`src/rtl/plm_pkg.sv`:
```
// Shared types, codes and constants of the priority LED multiplexer.
package plm_pkg;

	// Flash mode codes carried by a request.
	typedef enum logic [1:0] {
		FLASH_SOLID   = 2'd0,
		FLASH_TIMED   = 2'd1,
		FLASH_HW      = 2'd2,
		FLASH_INVALID = 2'd3
	} flash_mode_t;

	// Slot codes, in rising priority.
	localparam logic [1:0] SLOT_BATTERY   = 2'd0;
	localparam logic [1:0] SLOT_NOTIFY    = 2'd1;
	localparam logic [1:0] SLOT_ATTENTION = 2'd2;
	localparam logic [1:0] SLOT_NONE      = 2'd3;

	// Configuration register indexes.
	typedef enum logic [2:0] {
		REG_ADJUST_RED      = 3'd0,
		REG_ADJUST_GREEN    = 3'd1,
		REG_ADJUST_BLUE     = 3'd2,
		REG_LEVEL_BATTERY   = 3'd3,
		REG_LEVEL_NOTIFY    = 3'd4,
		REG_LEVEL_ATTENTION = 3'd5
	} cfg_reg_t;

	localparam int unsigned CFG_INDEX_W = 3;
	localparam int unsigned CFG_DATA_W  = 8;

	// Colour used when an attention request is turned into a solid one.
	localparam logic [23:0] ATTN_FIX_COLOR = 24'h0000ff;

	// ceil(2^32 / 255): floor(x * RECIP_255 / 2^32) equals x / 255 for all
	// products of three bytes.
	localparam logic [24:0] RECIP_255 = 25'h1010102;

	// Reset value of every calibration and level register.
	localparam logic [7:0] FULL_SCALE = 8'hff;

	typedef enum logic [1:0] {
		TOP_IDLE   = 2'd0,
		TOP_CALC   = 2'd1,
		TOP_COMMIT = 2'd2
	} top_state_t;

	typedef enum logic {
		SC_IDLE = 1'b0,
		SC_RUN  = 1'b1
	} sc_state_t;

	// Status of the colour scaler towards the sequencer.
	typedef struct packed {
		logic busy;
		logic done;
	} sc_stat_t;

endpackage

```
`src/rtl/plm_ifs.sv`:
```
// Handshake channel interfaces of the priority LED multiplexer.
interface plm_req_if;
	logic        valid;
	logic        ready;
	logic [1:0]  slot;
	logic [23:0] rgb;
	logic [1:0]  flash_mode;
	logic [15:0] on_time;
	logic [15:0] off_time;

	modport source (output valid, output slot, output rgb, output flash_mode,
		output on_time, output off_time, input ready);
	modport sink (input valid, input slot, input rgb, input flash_mode,
		input on_time, input off_time, output ready);
endinterface

interface plm_rsp_if;
	logic              valid;
	logic              ready;
	logic              status;
	logic              led_update;
	logic [31:0]       led_color;
	logic [15:0]       led_on_time;
	logic [15:0]       led_off_time;
	logic signed [2:0] shown_slot;

	modport source (output valid, output status, output led_update, output led_color,
		output led_on_time, output led_off_time, output shown_slot, input ready);
	modport sink (input valid, input status, input led_update, input led_color,
		input led_on_time, input led_off_time, input shown_slot, output ready);
endinterface

interface plm_cfg_if;
	logic                           valid;
	logic                           ready;
	logic [plm_pkg::CFG_INDEX_W-1:0] index;
	logic [plm_pkg::CFG_DATA_W-1:0]  data;

	modport source (output valid, output index, output data, input ready);
	modport sink (input valid, input index, input data, output ready);
endinterface

```
`src/rtl/plm_scaler.sv`:
```
// Colour calibration through one shared multiplier, one channel at a time.
module plm_scaler (
	input  logic                 clk,
	input  logic                 arst_n,
	input  logic                 start,
	input  logic [23:0]          rgb,
	input  logic [7:0]           level,
	input  logic [2:0][7:0]      adjust,
	output plm_pkg::sc_stat_t    stat,
	output logic [31:0]          color
);

	plm_pkg::sc_state_t state_q, state_d;
	logic [1:0]  ch_q;
	logic [1:0]  ph_q;
	logic [47:0] acc_q;
	logic [31:0] color_q;
	logic [23:0] rgb_q;
	logic [7:0]  level_q;
	logic        done_q;

	logic [7:0]  chan_byte;
	logic [4:0]  chan_shift;
	logic [23:0] op_a;
	logic [24:0] op_b;
	logic [47:0] prod;
	logic        last_step;

	always_comb begin
		unique case (ch_q)
			2'd0: begin
				chan_byte  = rgb_q[23:16];
				chan_shift = 5'd16;
			end
			2'd1: begin
				chan_byte  = rgb_q[15:8];
				chan_shift = 5'd8;
			end
			default: begin
				chan_byte  = rgb_q[7:0];
				chan_shift = 5'd0;
			end
		endcase
	end

	// Phase 0: byte times calibration, phase 1: times level,
	// phase 2: times the reciprocal of 255, phase 3: pack the quotient.
	always_comb begin
		unique case (ph_q)
			2'd0: begin
				op_a = 24'(chan_byte);
				op_b = 25'(adjust[ch_q]);
			end
			2'd1: begin
				op_a = acc_q[23:0];
				op_b = 25'(level_q);
			end
			default: begin
				op_a = acc_q[23:0];
				op_b = plm_pkg::RECIP_255;
			end
		endcase
	end

	assign prod      = 48'(op_a) * 48'(op_b);
	assign last_step = (ph_q == 2'd3) && (ch_q == 2'd2);

	always_comb begin
		state_d = state_q;
		unique case (state_q)
			plm_pkg::SC_IDLE: begin
				if (start) begin
					state_d = plm_pkg::SC_RUN;
				end
			end
			plm_pkg::SC_RUN: begin
				if (last_step) begin
					state_d = plm_pkg::SC_IDLE;
				end
			end
			default: state_d = plm_pkg::SC_IDLE;
		endcase
	end

	always_ff @(posedge clk or negedge arst_n) begin
		if (!arst_n) begin
			state_q <= plm_pkg::SC_IDLE;
			ch_q    <= 2'd0;
			ph_q    <= 2'd0;
			done_q  <= 1'b0;
		end else begin
			state_q <= state_d;
			done_q  <= (state_q == plm_pkg::SC_RUN) && last_step;
			if (state_q == plm_pkg::SC_IDLE) begin
				ch_q <= 2'd0;
				ph_q <= 2'd0;
			end else begin
				ph_q <= ph_q + 2'd1;
				if (ph_q == 2'd3) begin
					ch_q <= ch_q + 2'd1;
				end
			end
		end
	end

	always_ff @(posedge clk) begin
		if (state_q == plm_pkg::SC_IDLE) begin
			if (start) begin
				rgb_q   <= rgb;
				level_q <= level;
				color_q <= 32'd0;
			end
		end else if (ph_q == 2'd3) begin
			color_q <= color_q + (32'(acc_q[47:32]) << chan_shift);
		end else begin
			acc_q <= prod;
		end
	end

	assign stat.busy = (state_q == plm_pkg::SC_RUN);
	assign stat.done = done_q;
	assign color     = color_q;

endmodule

```
`src/rtl/priority_led_multiplexer.sv`:
```
// Top level of the priority LED multiplexer: request sequencing, slot store and LED choice.
//
//  channel | modport | beat carries
//  --------+---------+-------------------------------------------------------------
//  req     | sink    | slot, rgb, flash_mode, on_time, off_time
//  rsp     | source  | status, led_update, led_color, led_on_time, led_off_time,
//          |         | shown_slot
//  cfg     | sink    | index, data (calibration and level registers, always ready)
//
// A valid request goes from its beat to the calculation state, where the colour
// scaler runs four steps per colour channel on its single multiplier, twelve in all,
// and then to the commit state, which waits for the output register to be free.
// A rejected request (invalid flash mode or slot three) skips the calculation state.
// Only one request is in work at a time; the next one is taken once the result has
// moved into the output register, even if the sink has not yet taken it.
// Reset clears all slots to dark, shows no slot and sets every register to full scale.
module priority_led_multiplexer (
	input  logic       clk,
	input  logic       arst_n,
	plm_req_if.sink    req,
	plm_rsp_if.source  rsp,
	plm_cfg_if.sink    cfg
);

	// Configuration registers.
	logic [2:0][7:0] adjust_q;
	logic [2:0][7:0] level_q;

	// Per-slot store and the slot currently on the LED.
	logic [2:0][31:0] slot_color_q;
	logic [2:0][15:0] slot_on_q;
	logic [2:0][15:0] slot_off_q;
	logic             shown_v_q;
	logic [1:0]       shown_q;

	// Sequencer and the request in work.
	plm_pkg::top_state_t state_q, state_d;
	logic [1:0]  slot_q;
	logic        reject_q;
	logic [15:0] on_q;
	logic [15:0] off_q;

	// Output register.
	logic              rsp_valid_q;
	logic              status_q;
	logic              update_q;
	logic [31:0]       color_out_q;
	logic [15:0]       on_out_q;
	logic [15:0]       off_out_q;
	logic signed [2:0] shown_out_q;

	// Attention fix-up and request decode, straight off the input beat.
	logic [23:0] rgb_fix;
	logic [1:0]  mode_fix;
	logic        reject_in;
	logic [7:0]  level_sel;
	logic        req_beat;
	logic        sc_start;

	plm_pkg::sc_stat_t sc_stat;
	logic [31:0]       sc_color;

	// Commit decision.
	logic              commit;
	logic              out_status;
	logic              out_update;
	logic [31:0]       out_color;
	logic [15:0]       out_on;
	logic [15:0]       out_off;
	logic              new_shown_v;
	logic [1:0]        new_shown;
	logic              lit;
	logic              at_or_above;

	// An attention request in solid mode is darkened; one in hardware mode with an
	// on time and no off time becomes a solid blue request.
	always_comb begin
		rgb_fix  = req.rgb;
		mode_fix = req.flash_mode;
		if (req.slot == plm_pkg::SLOT_ATTENTION) begin
			if (req.flash_mode == plm_pkg::FLASH_SOLID) begin
				rgb_fix = 24'd0;
			end else if (req.flash_mode == plm_pkg::FLASH_HW && req.on_time != 16'd0
					&& req.off_time == 16'd0) begin
				mode_fix = plm_pkg::FLASH_SOLID;
				rgb_fix  = plm_pkg::ATTN_FIX_COLOR;
			end
		end
		reject_in = (req.slot == plm_pkg::SLOT_NONE) || (mode_fix == plm_pkg::FLASH_INVALID);
	end

	always_comb begin
		unique case (req.slot)
			plm_pkg::SLOT_BATTERY: level_sel = level_q[0];
			plm_pkg::SLOT_NOTIFY:  level_sel = level_q[1];
			default:               level_sel = level_q[2];
		endcase
	end

	assign req.ready = (state_q == plm_pkg::TOP_IDLE);
	assign req_beat  = req.valid && req.ready;
	assign sc_start  = req_beat && !reject_in;

	plm_scaler u_scaler (
		.clk    (clk),
		.arst_n (arst_n),
		.start  (sc_start),
		.rgb    (rgb_fix),
		.level  (level_sel),
		.adjust (adjust_q),
		.stat   (sc_stat),
		.color  (sc_color)
	);

	// The result can leave once the output register is free or being emptied.
	assign commit = (state_q == plm_pkg::TOP_COMMIT) && (!rsp_valid_q || rsp.ready);

	always_comb begin
		state_d = state_q;
		unique case (state_q)
			plm_pkg::TOP_IDLE: begin
				if (req_beat) begin
					state_d = reject_in ? plm_pkg::TOP_COMMIT : plm_pkg::TOP_CALC;
				end
			end
			plm_pkg::TOP_CALC: begin
				if (sc_stat.done) begin
					state_d = plm_pkg::TOP_COMMIT;
				end
			end
			plm_pkg::TOP_COMMIT: begin
				if (commit) begin
					state_d = plm_pkg::TOP_IDLE;
				end
			end
			default: state_d = plm_pkg::TOP_IDLE;
		endcase
	end

	// Choose what the LED shows after this request. A lit slot at or above the shown
	// one takes the LED. If the shown slot goes dark, the highest lit lower slot takes
	// over, or the LED goes off.
	assign lit         = (sc_color != 32'd0);
	assign at_or_above = !shown_v_q || (slot_q >= shown_q);

	always_comb begin
		out_status  = 1'b0;
		out_update  = 1'b0;
		out_color   = 32'd0;
		out_on      = 16'd0;
		out_off     = 16'd0;
		new_shown_v = shown_v_q;
		new_shown   = shown_q;
		priority if (reject_q) begin
			out_status = 1'b1;
		end else if (lit && at_or_above) begin
			out_update  = 1'b1;
			out_color   = sc_color;
			out_on      = on_q;
			out_off     = off_q;
			new_shown_v = 1'b1;
			new_shown   = slot_q;
		end else if (!lit && shown_v_q && shown_q == slot_q) begin
			out_update = 1'b1;
			priority if (slot_q == plm_pkg::SLOT_ATTENTION && slot_color_q[1] != 32'd0) begin
				out_color = slot_color_q[1];
				out_on    = slot_on_q[1];
				out_off   = slot_off_q[1];
				new_shown = plm_pkg::SLOT_NOTIFY;
			end else if (slot_q != plm_pkg::SLOT_BATTERY && slot_color_q[0] != 32'd0) begin
				out_color = slot_color_q[0];
				out_on    = slot_on_q[0];
				out_off   = slot_off_q[0];
				new_shown = plm_pkg::SLOT_BATTERY;
			end else begin
				new_shown_v = 1'b0;
			end
		end
	end

	assign cfg.ready = 1'b1;

	always_ff @(posedge clk or negedge arst_n) begin
		if (!arst_n) begin
			state_q      <= plm_pkg::TOP_IDLE;
			adjust_q     <= {3{plm_pkg::FULL_SCALE}};
			level_q      <= {3{plm_pkg::FULL_SCALE}};
			slot_color_q <= '0;
			slot_on_q    <= '0;
			slot_off_q   <= '0;
			shown_v_q    <= 1'b0;
			shown_q      <= 2'd0;
			rsp_valid_q  <= 1'b0;
		end else begin
			state_q <= state_d;

			if (cfg.valid && cfg.ready) begin
				unique case (cfg.index)
					plm_pkg::REG_ADJUST_RED:      adjust_q[0] <= cfg.data;
					plm_pkg::REG_ADJUST_GREEN:    adjust_q[1] <= cfg.data;
					plm_pkg::REG_ADJUST_BLUE:     adjust_q[2] <= cfg.data;
					plm_pkg::REG_LEVEL_BATTERY:   level_q[0]  <= cfg.data;
					plm_pkg::REG_LEVEL_NOTIFY:    level_q[1]  <= cfg.data;
					plm_pkg::REG_LEVEL_ATTENTION: level_q[2]  <= cfg.data;
					default: ;
				endcase
			end

			if (commit) begin
				rsp_valid_q <= 1'b1;
				shown_v_q   <= new_shown_v;
				shown_q     <= new_shown;
				if (!reject_q) begin
					slot_color_q[slot_q] <= sc_color;
					slot_on_q[slot_q]    <= on_q;
					slot_off_q[slot_q]   <= off_q;
				end
			end else if (rsp.ready) begin
				rsp_valid_q <= 1'b0;
			end
		end
	end

	// Request and result payload.
	always_ff @(posedge clk) begin
		if (req_beat) begin
			slot_q   <= req.slot;
			reject_q <= reject_in;
			// Solid mode clears the slot's blink times.
			if (mode_fix == plm_pkg::FLASH_SOLID) begin
				on_q  <= 16'd0;
				off_q <= 16'd0;
			end else begin
				on_q  <= req.on_time;
				off_q <= req.off_time;
			end
		end
		if (commit) begin
			status_q    <= out_status;
			update_q    <= out_update;
			color_out_q <= out_color;
			on_out_q    <= out_on;
			off_out_q   <= out_off;
			shown_out_q <= new_shown_v ? $signed({1'b0, new_shown}) : 3'sb111;
		end
	end

	assign rsp.valid        = rsp_valid_q;
	assign rsp.status       = status_q;
	assign rsp.led_update   = update_q;
	assign rsp.led_color    = color_out_q;
	assign rsp.led_on_time  = on_out_q;
	assign rsp.led_off_time = off_out_q;
	assign rsp.shown_slot   = shown_out_q;

	// The scaler is only started when it is free.
	a_start_when_free: assert property (@(posedge clk) disable iff (!arst_n)
		sc_start |-> !sc_stat.busy)
		else $error("scaler started while busy");

	// A finished colour only arrives while the sequencer waits for it.
	a_done_in_calc: assert property (@(posedge clk) disable iff (!arst_n)
		sc_stat.done |-> state_q == plm_pkg::TOP_CALC)
		else $error("scaler finished outside the calculation state");

	// No request is taken while one is in work.
	a_one_at_a_time: assert property (@(posedge clk) disable iff (!arst_n)
		req_beat |=> !req.ready)
		else $error("request taken while another is in work");

	// The shown slot is always a real one.
	a_shown_real: assert property (@(posedge clk) disable iff (!arst_n)
		shown_v_q |-> shown_q != plm_pkg::SLOT_NONE)
		else $error("slot three is shown");

	// A result held back by a full output register waits in the commit state.
	a_commit_holds: assert property (@(posedge clk) disable iff (!arst_n)
		(state_q == plm_pkg::TOP_COMMIT && rsp_valid_q && !rsp.ready)
		|=> state_q == plm_pkg::TOP_COMMIT)
		else $error("result lost while the output register was full");

endmodule

```
`src/flat_wrapper.sv`:
```
// flat-port wrapper written by rule: the top's interface ports become plain ports
module priority_led_multiplexer_flat 
  (clk, arst_n, req_valid, req_slot, req_rgb, req_flash_mode, req_on_time, req_off_time, req_ready, rsp_valid, rsp_status, rsp_led_update, rsp_led_color, rsp_led_on_time, rsp_led_off_time, rsp_shown_slot, rsp_ready, cfg_valid, cfg_index, cfg_data, cfg_ready);
  plm_req_if req_i ();
  plm_rsp_if rsp_i ();
  plm_cfg_if cfg_i ();
  input  logic clk;
  input  logic arst_n;
  input wire logic [$bits(req_i.valid)-1:0] req_valid;
  input wire logic [$bits(req_i.slot)-1:0] req_slot;
  input wire logic [$bits(req_i.rgb)-1:0] req_rgb;
  input wire logic [$bits(req_i.flash_mode)-1:0] req_flash_mode;
  input wire logic [$bits(req_i.on_time)-1:0] req_on_time;
  input wire logic [$bits(req_i.off_time)-1:0] req_off_time;
  output wire logic [$bits(req_i.ready)-1:0] req_ready;
  output wire logic [$bits(rsp_i.valid)-1:0] rsp_valid;
  output wire logic [$bits(rsp_i.status)-1:0] rsp_status;
  output wire logic [$bits(rsp_i.led_update)-1:0] rsp_led_update;
  output wire logic [$bits(rsp_i.led_color)-1:0] rsp_led_color;
  output wire logic [$bits(rsp_i.led_on_time)-1:0] rsp_led_on_time;
  output wire logic [$bits(rsp_i.led_off_time)-1:0] rsp_led_off_time;
  output wire logic [$bits(rsp_i.shown_slot)-1:0] rsp_shown_slot;
  input wire logic [$bits(rsp_i.ready)-1:0] rsp_ready;
  input wire logic [$bits(cfg_i.valid)-1:0] cfg_valid;
  input wire logic [$bits(cfg_i.index)-1:0] cfg_index;
  input wire logic [$bits(cfg_i.data)-1:0] cfg_data;
  output wire logic [$bits(cfg_i.ready)-1:0] cfg_ready;
  assign req_i.valid = req_valid;
  assign req_i.slot = req_slot;
  assign req_i.rgb = req_rgb;
  assign req_i.flash_mode = req_flash_mode;
  assign req_i.on_time = req_on_time;
  assign req_i.off_time = req_off_time;
  assign req_ready = req_i.ready;
  assign rsp_valid = rsp_i.valid;
  assign rsp_status = rsp_i.status;
  assign rsp_led_update = rsp_i.led_update;
  assign rsp_led_color = rsp_i.led_color;
  assign rsp_led_on_time = rsp_i.led_on_time;
  assign rsp_led_off_time = rsp_i.led_off_time;
  assign rsp_shown_slot = rsp_i.shown_slot;
  assign rsp_i.ready = rsp_ready;
  assign cfg_i.valid = cfg_valid;
  assign cfg_i.index = cfg_index;
  assign cfg_i.data = cfg_data;
  assign cfg_ready = cfg_i.ready;
  priority_led_multiplexer u_core (.clk(clk), .arst_n(arst_n), .req(req_i), .rsp(rsp_i), .cfg(cfg_i));
endmodule
```
`config.mk`:
```
export PLATFORM = sky130hd
export DESIGN_NAME = priority_led_multiplexer_flat
export DESIGN_NICKNAME = d
export VERILOG_FILES = /design/src/rtl/plm_pkg.sv /design/src/rtl/plm_ifs.sv /design/src/rtl/plm_scaler.sv /design/src/rtl/priority_led_multiplexer.sv /design/src/flat_wrapper.sv
export SDC_FILE = /design/constraint.sdc
export NUM_CORES = 1
export LEC_CHECK = 0
export ABC_AREA = 1
export BUFFER_PORTS_ARGS = -buffer_cell sky130_fd_sc_hd__buf_2
export CORE_UTILIZATION = 45
export CTS_CLUSTER_DIAMETER = 30
export DETAILED_ROUTE_END_ITERATION = 8
export PLACE_DENSITY = 0.62
export SYNTH_ARGS = -nofsm -noshare
export SYNTH_HDL_FRONTEND = slang
export SYNTH_HIERARCHICAL = 1
export SYNTH_SLANG_ARGS = --single-unit
export TNS_END_PERCENT = 30
```
`constraint.sdc`:
```
create_clock -name clk -period 17.9 [get_ports clk]
set_clock_uncertainty 0.2 [all_clocks]
set_input_delay 2.685 -clock clk [delete_from_list [all_inputs] [get_ports clk]]
set_output_delay 2.685 -clock clk [all_outputs]
set_load 0.03 [all_outputs]
```
# Word-level counts from Yosys, hierarchy flattened
# Index checks and enable logic that the tools add are counted.
# totals
reg_bits,468
latchBits,0
ramBits,0
romBits,0
wordCells,180
n_memories,0
# op_classes
addsub,3
n_mul,1
n_div,0
order_cmp,4
eq_ne,22
shift,1
mux,62
bitwise_logic,3
reduce_logical,46
# ops
cell,n
$mux 32,8
$mux 16,9
$bwmux 48,2
$bwmux 96,1
$mux 24,4
$reduce_bool 32->1,3
$demux 32 s2,1
$pmux 25 s2,1
$mul 24x25->48,1
$add 32x32->32,1
$demux 16 s2,1
$pmux 8 s2,2
$shl 16x5->32,1
$mux 2,15
$reduce_and 2->1,10
$bmux 8 s2,1
$eq 2x2->1 const B,8
$logic_not 16->1,1
$reduce_bool 16->1,1
$logic_and 1x1->1,13
$logic_not 2->1,6
$mux 1,12
$pmux 5 s2,1
$eq 2x1->1 const B,4
20 further kinds,35

# Depth between registers and ports, before layout
# depth
word_depth,12
depth_mapped,37
depth_no_buf,35

# By module
# The synthesis kept the hierarchy.
# by_module_without_submodules
mod,instances,cells_each,area_each_um2
plm_scaler,1,2482,17830.9
priority_led_multiplexer,1,1347,12467.0

# Worst setup path after synthesis
# No wires, ideal clock.
# synth_path
path_kind,register to register
from,register u_core.u_scaler.ch_q[0]
to,register u_core.u_scaler.acc_q[36] (data pin)
arrival_time_ns,6.023
slack_ns,11.425
stages_incl_launch_ff,33
synth_period_minus_slack_ns,6.475
path_cell_list,dfrtp_1 -> inv_2 -> ha_1 -> buf_6 -> nor2_8 -> inv_2 -> nor2_1 -> nor2_1 -> a22oi_1 -> inv_1 -> nand2_1 -> inv_1 -> fa_1 -> inv_1 -> fa_1 -> inv_1 -> fa_1 -> ha_1 -> inv_1 -> fa_1 -> fa_1 -> fa_1 -> inv_1 -> ha_1 -> nand2_1 -> nor2_1 -> nand2_1 -> nand2_1 -> nand2_1 -> nand2_2 -> nand3b_2 -> nand3_1 -> nand2_1
# synth_via
elab_chain_cells,4
# synth_rtl
element,line,text
"start, declared",plm_scaler.sv:14,logic [1:0] ch_q;
"start signal, assigned",plm_scaler.sv:100,ch_q <= ch_q + 2'd1;
$bmux 8 s2 (tied with other cells),plm_scaler.sv:52,op_b = 25'(adjust[ch_q]);
$mux 8 (implied by the code) / $pmux 8 s2 (equally long branches),"plm_scaler.sv:52, plm_scaler.sv:30",
$pmux 25 s2 / $mux 24 (equally long branches),plm_scaler.sv:49,unique case (ph_q)
$mul 24x25->48 (*),plm_scaler.sv:65,assign prod = 48'(op_a) * 48'(op_b);
via u_core.u_scaler.prod[36],plm_scaler.sv:26,logic [47:0] prod;
"end signal, assigned",plm_scaler.sv:116,acc_q <= prod;
"end, declared",plm_scaler.sv:16,logic [47:0] acc_q;
# Mark *: on every way through the listed nets, which the timed path passes. The rest lies on a longest branch. The select of a mux whose other input is x is not followed.
# A chain may end at the register's enable or synchronous reset.

# Worst setup path in the final report
# layout_path
from,register u_core.u_scaler.ph_q[0]
to,register u_core.u_scaler.acc_q[34] (data pin)
# layout_via
elab_chain_cells,3
# layout_rtl
element,line,text
"start, declared",plm_scaler.sv:15,logic [1:0] ph_q;
"start signal, assigned",plm_scaler.sv:98,ph_q <= ph_q + 2'd1;
$eq 2x1->1 / $logic_not 2->1 (equally long branches),plm_scaler.sv:49,
$pmux 25 s2 / $mux 24 (equally long branches),plm_scaler.sv:49,
$mul 24x25->48 (*),plm_scaler.sv:65,
via u_core.u_scaler.prod[34],plm_scaler.sv:26,
# Mark *: on every way through the listed nets, which the timed path passes. The rest lies on a longest branch.

==> flow_metrics.tcl <==
set metrics [dict create \
    status "completed" \
    vias_per_cell 5.05 \
    max_slew.worst_pin.slew_ns 1.12 \
    h_tree_level_count 3 \
    max-clock-path-buffers 3 \
    path_clk_slew_ns 0.04 \
    hold_path.class "reg2reg" \
    ys_warn_count 6 \
    max_slew_margin_pct 24.9 \
    final_net_count 4489 \
    post-route-min-period_ns 7.84 \
    report.final.hold_viol_count 0 \
    rsz0062_at_grt "false" \
    grt_antenna_before_repair 0 \
    timing.critical_path.fanout_max 22 \
    grt_max_degree 101 \
    cts_repair_resize_count 0 \
    root_buffer "clkbuf_16" \
    preCtsSetupSlack_ns 10.09 \
    gp_congestion 0.945 \
    reg2reg_slack_ns 10.06 \
    whs_endpoint "u_core/state_q[0]" \
    wire_per_inst_um 17.0 \
    worst-r2r-cell-count 29 \
    setup.worst_path.start_class "register" \
    die_y_um 261 \
    place.detailed.instances 4762 \
    io_buffers 146 \
    syn-mean-instance-area_um2 7.91 \
    clock-sinks 396 \
    cts_hold_repair.buffers 0 \
    cts_made_buffers 94 \
    first_global_vias 25100 \
    design.portCount 148 \
    detail_route.first_pass.iterations 8 \
    setup_viol 0 \
    report.final.slew_viol_count 0 \
    slowest_stage_delay_cp_ns 0.66 \
    die-area_um2 68400 \
    fin_util_pct 52.9 \
    achievable_frequency_ghz 0.128 \
    hold_crit_depth 1 \
    wirelength_mm 84.0 \
    dr_total_vias 24900 \
    final_layout_size_suffix_gt1_share_pct 10.5 \
    regToRegEndpoint "u_core/u_scaler/acc_q[34]" \
    fin_ws_ns 10.06 \
    remaining_antenna_violation_count_after_routing 0 \
    synth_cells 3828 \
    synth.net_count 4323 \
    hpwl_mm 64.0 \
    period_share_pct 43.8 \
    syn2layout_area_growth_pct 15.6 \
    clk_latency_ns 0.66 \
    timing.critical_path.slowest_stage_cell "ha_1" \
    timing.setup.critical_path_class "reg2reg" \
    hold_start "u_core/u_scaler/done_q" \
    initial_utilization_pct 45.7 \
    worstReg2RegStart "u_core/u_scaler/ph_q[0]" \
    layoutNonFillerInstCount 4935 \
    groute.usage.overall_pct 25.4 \
    fin_tns_setup_ns 0 \
    cp_capture_type "register" \
    clock_tree_from_tritoncts "yes" \
    cp_data_required_time_ns 18.08 \
    core-area_um2 66200 \
    cell_area_after_technology_mapping_um2 30300 \
    initialDrtViolationCount 2126 \
    postCtsSetupBuffers 0 \
    num_rows 94 \
    grt_overflow 0 \
    first_pass_grt_wire_length_mm 136 \
    cp_data_arrival_time_ns 8.03 \
    drc_errors 0 \
    die_x_um 261 \
    drv_cap 0 \
    antenna-diode-count 0 \
    cpMostUsedCell "inv_1" \
]
-- metal layers --
metal / wire length, µm / GRT usage (%) / up-vias
li1: - / - / 12200
met1: 38300 / 34.9 / 11800
met2: 39200 / 41.8 / 729
met3: 4590 / 3.50 / 123
met4: 1900 / 7.45 / 0
met5: 0 / 0 / -
-- critical path, delay by kind of cell, from the launching register on --
family	cells	cell delay, ns
buf+inv	9	1.41
fa+ha+maj	9	4.13
simple gates	11	1.41
flops	1	0.40
-- per-stage QoR --
| step | area [µm²] | hold WS [ns] |
|---|---|---|
| finish | 35000 | 0.276 |
| global route | 35000 | 0.298 |
| floorplan | 30300 | 0.221 |
| CTS | 35000 | 0.279 |
| global placement | 31800 | 0.267 |
| detailed placement | 31800 | 0.270 |
-- worst max-delay path by stage --
| stage | from | endpoint | slack (ns) | depth (start not counted) |
|---|---|---|---|---|
| after floorplan | u_core/u_scaler/ch_q[0] | u_core/u_scaler/acc_q[36] | 11.42 | 32 |
| after global placement | u_core/u_scaler/ph_q[0] | u_core/u_scaler/acc_q[35] | 10.16 | 28 |
| after detailed placement | u_core/u_scaler/ph_q[0] | u_core/u_scaler/acc_q[40] | 10.09 | 30 |
| after CTS | u_core/u_scaler/ph_q[0] | u_core/u_scaler/acc_q[35] | 10.05 | 28 |
| after global routing | u_core/u_scaler/ph_q[0] | u_core/u_scaler/acc_q[39] | 9.53 | 29 |
| final | u_core/u_scaler/ph_q[0] | u_core/u_scaler/acc_q[34] | 10.06 | 29 |
-- flip-flops by register name, summed over array words and instances, names as in the netlist, 3 cells and up --
| name | cells |
|---|---|
| u_core/slot_color_q | 64 |
| u_core/u_scaler/acc_q | 40 |
| u_core/rsp.led_color | 32 |
| u_core/slot_off_q | 32 |
| u_core/slot_on_q | 32 |
| u_core/u_scaler/color | 32 |
| u_core/adjust_q | 24 |
| u_core/level_q | 24 |
| u_core/u_scaler/rgb_q | 24 |
| u_core/off_q | 16 |
| u_core/on_q | 16 |
| u_core/rsp.led_off_time | 16 |
| u_core/rsp.led_on_time | 16 |
| u_core/u_scaler/level_q | 8 |
| u_core/rsp.shown_slot | 3 |
-- area by class of cell --
type	instances	area (µm²)
fillers	6366	31200
multi-input cells	2557	15900
flip-flops and latches	396	11000
inverters	778	2920
clock buffers	109	2440
well taps	864	1080
repair buffers	167	897
clock inverters	64	739
-- placed cells by master, fill, tap and decap left out, types with 8 or more instances in the layout --
master / n
nor2_2: 13
o21ai_0: 213
nand2_2: 11
edfxtp_1: 208
clkinvlp_4: 13
fa_1: 178
dfstp_2: 48
clkinv_1: 12
o21ai_1: 12
o211ai_1: 43
inv_1: 760
clkinv_2: 15
inv_2: 13
dfrtp_1: 140
bufinv_16: 8
buf_2: 145
nand2_1: 1088
clkbuf_16: 94
xor2_1: 21
clkinv_4: 9
a31oi_1: 27
ha_1: 241
nand3_1: 120
nand4_1: 41
buf_4: 21
clkbuf_1: 12
a21oi_1: 73
nor2_1: 417
Power is not shown: default switching activity piles up to over one toggle a cycle in this logic, so the estimate is an artifact.
